==> config.mk <==
export PLATFORM = sky130hd
export DESIGN_NAME = three_wire_rtc_serial_master_unit
export DESIGN_NICKNAME = d
export VERILOG_FILES = /design/src/design/twrtc_pkg.sv /design/src/design/three_wire_rtc_serial_master_unit.sv
export SDC_FILE = /design/constraint.sdc
export NUM_CORES = 1
export LEC_CHECK = 0
export ABC_AREA = 1
export BUFFER_PORTS_ARGS = -buffer_cell sky130_fd_sc_hd__buf_4
export CELL_PAD_IN_SITES_DETAIL_PLACEMENT = 1
export CELL_PAD_IN_SITES_GLOBAL_PLACEMENT = 1
export CORE_MARGIN = 2
export CORE_UTILIZATION = 44
export DETAILED_ROUTE_END_ITERATION = 10
export GPL_ROUTABILITY_DRIVEN = 0
export PLACE_DENSITY_LB_ADDON = 0.1
export SLEW_MARGIN = 15
export SYNTH_ARGS = -nofsm -noshare
export SYNTH_HDL_FRONTEND = slang
export SYNTH_SLANG_ARGS = --single-unit
==> constraint.sdc <==
create_clock -name clk_i -period 4.8 [get_ports clk_i]
set_input_delay 0.72 -clock clk_i [delete_from_list [all_inputs] [get_ports clk_i]]
set_output_delay 0.72 -clock clk_i [all_outputs]
set_load 0.02 [all_outputs]
==> src/design/twrtc_pkg.sv <==
// ----------------------------------------------------------------------------
// twrtc_pkg: shared types and constants of the three-wire serial master
// Phase encoding of the pin sequencer and fixed reset and limit values.
// ----------------------------------------------------------------------------
package twrtc_pkg;

  // Pin sequencer phases
  typedef enum logic [2:0] {
    PhIdle  = 3'd0,
    PhPre   = 3'd1,
    PhSel   = 3'd2,
    PhCmdLo = 3'd3,
    PhCmdHi = 3'd4,
    PhRdLo  = 3'd5,
    PhRdHi  = 3'd6,
    PhEnd   = 3'd7
  } phase_e;

  // Reset value of the half period register, in ticks
  localparam logic [15:0] HalfPeriodReset = 16'd48;

  // Largest number of bytes read in one transaction
  localparam logic [3:0] MaxReadBytes = 4'd8;

  // Index of the last bit in a byte
  localparam logic [2:0] LastBit = 3'd7;

endpackage

==> src/design/three_wire_rtc_serial_master_unit.sv <==
// ----------------------------------------------------------------------------
// three_wire_rtc_serial_master_unit: bit-level three-wire serial master
// Every input item is one base tick; every result item gives the pin levels
// and any completed read byte of that tick.
// ----------------------------------------------------------------------------
// Usage:
//   Input channel (in_valid_i / in_stall_o) carries one tick item: start_req,
//   command, read_count and the sampled data pin level sio_in. The output
//   channel (out_valid_o / out_stall_i) returns exactly one result item per
//   input item, in order: chip select, serial clock, data level and drive
//   enable, a read byte with its valid and last flags, and busy.
//   The configuration port writes half_period_ticks with cfg_we_i; write it
//   only while no item is in flight.
// Pipeline and throughput:
//   An item is registered in the input stage at acceptance; its result is
//   computed by one level of logic from the sequencer state and registered
//   in the result stage when that stage can advance. One item per cycle is
//   sustained while the result side is not stalled.
// Reset: sequencer goes idle, both stages empty, half period becomes 48.
// Stall: a stalled result holds; the input register keeps one item and the
//   input side stalls only once both stages are full.
// ----------------------------------------------------------------------------
module three_wire_rtc_serial_master_unit (
  input  logic        clk_i,
  input  logic        rst_ni,
  // configuration
  input  logic        cfg_we_i,
  input  logic [15:0] cfg_wdata_i,
  // tick item in
  input  logic        in_valid_i,
  output logic        in_stall_o,
  input  logic        start_req_i,
  input  logic [7:0]  command_i,
  input  logic [3:0]  read_count_i,
  input  logic        sio_in_i,
  // result item out
  output logic        out_valid_o,
  input  logic        out_stall_i,
  output logic        chip_select_o,
  output logic        serial_clock_o,
  output logic        data_out_o,
  output logic        data_drive_o,
  output logic        byte_valid_o,
  output logic [7:0]  byte_data_o,
  output logic        byte_last_o,
  output logic        busy_res_o
);
  import twrtc_pkg::*;

  // Configuration
  logic [15:0] half_q;

  // Input stage
  logic       in_vld_q;
  logic       start_q;
  logic [7:0] cmd_q;
  logic [3:0] cnt_q;
  logic       sio_q;

  // Sequencer state
  phase_e      phase_q, phase_d;
  logic [15:0] hold_q, hold_d;
  logic [2:0]  bit_q, bit_d;
  logic [3:0]  left_q, left_d;
  logic [7:0]  send_q, send_d;
  logic [7:0]  recv_q, recv_d;

  // State after a start is applied
  logic        start_take;
  phase_e      ph_cur;
  logic [15:0] hold_cur;
  logic [2:0]  bit_cur;
  logic [3:0]  left_cur;
  logic [7:0]  send_cur;
  logic [7:0]  recv_cur;
  logic [7:0]  recv_set;
  logic [16:0] hold_inc;
  logic [16:0] limit;
  logic        level_end;

  // Result values of this tick
  logic       cs_c, sck_c, dout_c, drv_c, busy_c;
  logic       bvld_c, blast_c;
  logic [7:0] bdata_c;

  // Result stage
  logic       out_vld_q;
  logic       cs_q, sck_q, dout_q, drv_q, bvld_q, blast_q, busy_q;
  logic [7:0] bdata_q;

  // Handshake
  logic out_adv;
  logic step;
  logic in_acc;

  assign out_adv    = !out_vld_q || !out_stall_i;
  assign step       = in_vld_q && out_adv;
  assign in_stall_o = in_vld_q && !out_adv;
  assign in_acc     = in_valid_i && !in_stall_o;

  // Hold the half period register
  always_ff @(posedge clk_i or negedge rst_ni) begin
    if (!rst_ni) begin
      half_q <= HalfPeriodReset;
    end else if (cfg_we_i) begin
      half_q <= cfg_wdata_i;
    end
  end

  // Input stage occupancy
  always_ff @(posedge clk_i or negedge rst_ni) begin
    if (!rst_ni) begin
      in_vld_q <= 1'b0;
    end else if (in_acc) begin
      in_vld_q <= 1'b1;
    end else if (step) begin
      in_vld_q <= 1'b0;
    end
  end

  // Input stage payload
  always_ff @(posedge clk_i) begin
    if (in_acc) begin
      start_q <= start_req_i;
      cmd_q   <= command_i;
      cnt_q   <= read_count_i;
      sio_q   <= sio_in_i;
    end
  end

  // Apply a start taken while idle
  always_comb begin
    start_take = start_q && (phase_q == PhIdle);
    ph_cur     = start_take ? PhPre : phase_q;
    hold_cur   = start_take ? 16'd0 : hold_q;
    bit_cur    = start_take ? 3'd0 : bit_q;
    send_cur   = start_take ? cmd_q : send_q;
    recv_cur   = start_take ? 8'd0 : recv_q;
    if (start_take) begin
      left_cur = (cnt_q > MaxReadBytes) ? MaxReadBytes : cnt_q;
    end else begin
      left_cur = left_q;
    end
  end

  // Decode pin levels of the current phase
  always_comb begin
    cs_c   = 1'b0;
    sck_c  = 1'b1;
    dout_c = 1'b0;
    drv_c  = 1'b0;
    busy_c = (ph_cur != PhIdle);
    case (ph_cur)
      PhPre: begin
        dout_c = 1'b1;
        drv_c  = 1'b1;
      end
      PhSel: begin
        cs_c   = 1'b1;
        dout_c = 1'b1;
        drv_c  = 1'b1;
      end
      PhCmdLo: begin
        cs_c   = 1'b1;
        sck_c  = 1'b0;
        dout_c = send_cur[7];
        drv_c  = 1'b1;
      end
      PhCmdHi: begin
        cs_c   = 1'b1;
        dout_c = send_cur[7];
        drv_c  = 1'b1;
      end
      PhRdLo: begin
        cs_c  = 1'b1;
        sck_c = 1'b0;
      end
      PhRdHi: begin
        cs_c = 1'b1;
      end
      default: begin
      end
    endcase
  end

  // Advance the sequencer at the end of each level
  always_comb begin
    hold_inc  = {1'b0, hold_cur} + 17'd1;
    limit     = (half_q == 16'd0) ? 17'd1 : {1'b0, half_q};
    level_end = (hold_inc >= limit);
    recv_set  = recv_cur | (8'(sio_q) << bit_cur);

    phase_d = ph_cur;
    hold_d  = hold_cur;
    bit_d   = bit_cur;
    left_d  = left_cur;
    send_d  = send_cur;
    recv_d  = recv_cur;
    bvld_c  = 1'b0;
    bdata_c = 8'd0;
    blast_c = 1'b0;

    if (ph_cur != PhIdle) begin
      if (!level_end) begin
        hold_d = hold_inc[15:0];
      end else begin
        hold_d = 16'd0;
        case (ph_cur)
          PhPre:   phase_d = PhSel;
          PhSel:   phase_d = PhCmdLo;
          PhCmdLo: phase_d = PhCmdHi;
          PhCmdHi: begin
            send_d = {send_cur[6:0], 1'b0};
            if (bit_cur == LastBit) begin
              bit_d   = 3'd0;
              recv_d  = 8'd0;
              phase_d = (left_cur != 4'd0) ? PhRdLo : PhEnd;
            end else begin
              bit_d   = bit_cur + 3'd1;
              phase_d = PhCmdLo;
            end
          end
          PhRdLo:  phase_d = PhRdHi;
          PhRdHi: begin
            if (bit_cur == LastBit) begin
              bvld_c  = 1'b1;
              bdata_c = recv_set;
              blast_c = (left_cur <= 4'd1);
              recv_d  = 8'd0;
              bit_d   = 3'd0;
              left_d  = (left_cur != 4'd0) ? left_cur - 4'd1 : 4'd0;
              phase_d = (left_d != 4'd0) ? PhRdLo : PhEnd;
            end else begin
              recv_d  = recv_set;
              bit_d   = bit_cur + 3'd1;
              phase_d = PhRdLo;
            end
          end
          default: phase_d = PhIdle;
        endcase
      end
    end
  end

  // Commit sequencer state once per tick item
  always_ff @(posedge clk_i or negedge rst_ni) begin
    if (!rst_ni) begin
      phase_q <= PhIdle;
      hold_q  <= 16'd0;
      bit_q   <= 3'd0;
      left_q  <= 4'd0;
      send_q  <= 8'd0;
      recv_q  <= 8'd0;
    end else if (step) begin
      phase_q <= phase_d;
      hold_q  <= hold_d;
      bit_q   <= bit_d;
      left_q  <= left_d;
      send_q  <= send_d;
      recv_q  <= recv_d;
    end
  end

  // Result stage occupancy
  always_ff @(posedge clk_i or negedge rst_ni) begin
    if (!rst_ni) begin
      out_vld_q <= 1'b0;
    end else if (out_adv) begin
      out_vld_q <= in_vld_q;
    end
  end

  // Result stage payload
  always_ff @(posedge clk_i) begin
    if (step) begin
      cs_q    <= cs_c;
      sck_q   <= sck_c;
      dout_q  <= dout_c;
      drv_q   <= drv_c;
      bvld_q  <= bvld_c;
      bdata_q <= bdata_c;
      blast_q <= blast_c;
      busy_q  <= busy_c;
    end
  end

  assign out_valid_o    = out_vld_q;
  assign chip_select_o  = cs_q;
  assign serial_clock_o = sck_q;
  assign data_out_o     = dout_q;
  assign data_drive_o   = drv_q;
  assign byte_valid_o   = bvld_q;
  assign byte_data_o    = bdata_q;
  assign byte_last_o    = blast_q;
  assign busy_res_o     = busy_q;

  // Checks on sequencer and result consistency
  a_idle_hold_clear : assert property (@(posedge clk_i) disable iff (!rst_ni)
    (phase_q == PhIdle) |-> (hold_q == 16'd0))
    else $error("hold count not clear while idle");

  a_last_needs_valid : assert property (@(posedge clk_i) disable iff (!rst_ni)
    (out_vld_q && blast_q) |-> bvld_q)
    else $error("last flag without a read byte");

  a_byte_when_busy : assert property (@(posedge clk_i) disable iff (!rst_ni)
    (out_vld_q && bvld_q) |-> (busy_q && cs_q && sck_q && !drv_q))
    else $error("read byte outside a clock-high read level");

  a_idle_pins : assert property (@(posedge clk_i) disable iff (!rst_ni)
    (out_vld_q && !busy_q) |-> (!cs_q && sck_q && !drv_q && !dout_q))
    else $error("pins not at idle levels");

  a_step_moves_result : assert property (@(posedge clk_i) disable iff (!rst_ni)
    step |=> out_vld_q)
    else $error("processed item did not reach the result stage");

endmodule

==> metrics <==
Worst EP arrival=roughly 4.7 ns; status=complete, no violations; Worst Setup End Kind=flop; total net switching power=1.10 mW; worst hold path type=input port to async pin; die width=around 120 um; Hold Fails Final Rpt=0; min Tclk post-route=around 4.4 ns; layout overhead on the synthesized area=15.5%; clock power share=0.291; die area=between 10000 and 15000 um2; ant diodes=0; switching share of power=0.382; Post-CTS Hold Fix Bufs=0; final wirelength=~16000 um; FP Rows=40; H-tree depth=3; I/O Buffers=between 50 and 60; Worst Tran Pin Value=between 0.9 and 1 ns; I/O pins=52; Root Driver=clkbuf_16; initial antenna violation count=0; Post-synth ARST share=0.674; CTS buffer count=9; Setup TNS=0 ns; ys flop type=dfrtp_1; final-report setup violation count=0; DRC viols=0; largest net degree at the start of global routing=61; Pint=~1.8 mW; Post-DRT Antenna Nets=0; PnR worst setup slack=about 0.36 ns; setup repair bufs after CTS=0; post-DP HPWL=roughly 11000 um; fraction of layout cells with a size suffix above 1=0.127; CP Max Fanout=35; CTS clk-pin slew, worst paths=0.07 ns; #FFs+latches synth=89; Mapped Cells=between 700 and 800; core box area=between 10000 and 15000 um2; combinational power share=0.359; vias in the first global route=~5300; Place WS=around 0.37 ns; synth unique cells=38; Max-Slew Margin vs Limit=0.336; Fillers=1524; Achievable Freq=~230 MHz; Pwr per Cell Area=459 nW/um2; Post-synth EDFFs=29; Syn. warnings=0; clock latency on the worst-skew pair=0.36 ns; initial core utilization=0.451; drt initial violations=around 220; Worst VDD drop=approximately 0.00025 V; dominant cell type by area after synthesis=dfrtp_1; Seq/Total Area, Yosys=0.437; area fraction of the dominant cell type after synthesis=0.267; Total Routing Usage GR=0.260; drt wl/cell=about 17 um; CTS tree=yes; top-count cell post-synth=nand2_1; Lkg Pwr=around 3.2 nW; Fin Clk Skew=0.0101 ns; Synth Area per Inst=7.52 um2; DR vias=4921; RSZ-0062 raised after global routing=false; via/cell ratio=5.25; Net Count, Synth=approximately 800; Pre-Repair DR Iteration Count=4; Startpoint Class=flop; main area contributors after synthesis=dfrtp_1 (27%), nand2_1 (18%), edfxtp_1 (16%), inv_1 (6.3%), ha_1 (4.4%); Die H=around 120 um; WP data required=between 5 and 6 ns; kind of critical path=flop to flop; global-route wire length before repair=roughly 26000 um; max cap viols=0; grt ovf=0; # clock sinks=about 90; mapped cell area=about 5400 um2; fin crit share=0.925; PostCTS Resize Cnt=0; Reg power frac=0.350; synth cell count leaders=nand2_1 (262), inv_1 (92), dfrtp_1 (58), nand3_1 (46), nor2_1 (45); CTS Buffer Depth=2; Pins Over Slew Limit=0; nets=a little over 800
## stage by stage
stage / hold WS, ns / total power [mW] / area [um2] / instances / utilization
after floorplan: 0.424 / 1.75 / 5440 / 723 / -
after global placement: 0.461 / 1.99 / 5940 / 922 / 0.492
after detailed placement: 0.460 / 2.04 / 5940 / 922 / 0.492
after CTS: 0.478 / 2.90 / 6280 / 938 / 0.521
after global routing: 0.520 / 3.07 / 6280 / 938 / 0.521
final: 0.461 / 2.88 / 6280 / 938 / 0.521
## kinds of logic after synthesis
kind of cell               share of synthesized area
AOI/OAI and AO/OA                             0.0895
xor gates and xnor gates                      0.0209
adders and majority gates                     0.0437
buffers and inverters                         0.0918
DFF                                            0.437
and+or+nand+nor                                0.317
## worst paths after layout
path | from | to | slack [ns] | cells past startpoint
setup / recovery | phase_q[2] | left_q[0] | 0.36 | 24
hold / removal | rst_ni | left_q[3] | 0.46 | 1
setup reg to reg | phase_q[2] | left_q[0] | 0.36 | 24
hold reg to reg | send_q[5] | send_q[5] | 0.49 | 2
max in group asynchronous | rst_ni | phase_q[1] | 3.75 | 1
min in group clk_i | send_q[5] | send_q[5] | 0.49 | 2
## sequential cells by signal (all words and copies together) (netlist names), 3 cells and up
register	count
recv_q	8
cmd_q	8
cnt_q	4
byte_data_o	8
half_q	16
hold_q	16
left_q	4
bit_q	3
phase_q	3
send_q	8
## power by group through the flow
stage,combinational [mW],clock [mW],sequential [mW]
after floorplan,0.730,0,1.02
after global placement,0.975,0,1.02
after detailed placement,1.02,0,1.02
after CTS,1.04,0.851,1.01
after global routing,1.18,0.873,1.03
final,1.04,0.839,1.01
## worst max-delay path, stage by stage, from the launching register on
cell,delay (ns)
dfrtp_1,0.57
nor2_8,0.10
nand2_8,0.23
inv_4,0.16
nor2_1,0.22
ha_1,0.25
nand4_2,0.16
nor2_4,0.17
nand3_4,0.11
nor2_1,0.19
nand2_1,0.09
xor2_1,0.18
inv_1,0.07
ha_1,0.32
a21oi_1,0.16
o21a_1,0.17
nand2_1,0.08
nand2_1,0.08
nand2_1,0.05
nand2_1,0.23
buf_4,0.36
nand3_1,0.16
nand2_1,0.10
nand2_1,0.05
nand2_1,0.07
## metal layers
| layer | global-route usage | up-vias | part of all wire |
|---|---|---|---|
| met4 | 0.101 | 0 | 0.022 |
| met3 | 0.0348 | 26 | 0.029 |
| met1 | 0.319 | 2424 | 0.45 |
| li1 | - | 2380 | - |
| met2 | 0.464 | 91 | 0.50 |
| met5 | 0 | - | 0 |
## final cells by class
type / instances / area, um2 / area share
tap: 168 / 210 / 0.0335
multi-input combinational: 512 / 2560 / 0.408
timing repair buffer: 56 / 420 / 0.0669
inverter: 97 / 367 / 0.0583
clock inverter: 5 / 103 / 0.0163
sequential: 89 / 2380 / 0.378
clock buffer: 11 / 243 / 0.0386
## cells in the final DEF, fill, tap and decap left out, types with 3 or more instances in the layout
cell	instances
a21oi_1	22
xnor2_1	6
or2_2	6
bufinv_16	3
nor2_1	45
xor2_1	7
nand3b_1	3
o21ai_1	11
nand3_4	3
nor3_1	4
o21ai_0	44
nand3_1	46
inv_1	92
o211ai_1	5
nand2_1	262
nor2_4	5
edfxtp_1	29
ha_1	19
clkbuf_16	9
buf_4	56
nand4_1	8
inv_2	3
dfrtp_1	57
No activity file was read; power rests on OpenSTA's default activity.
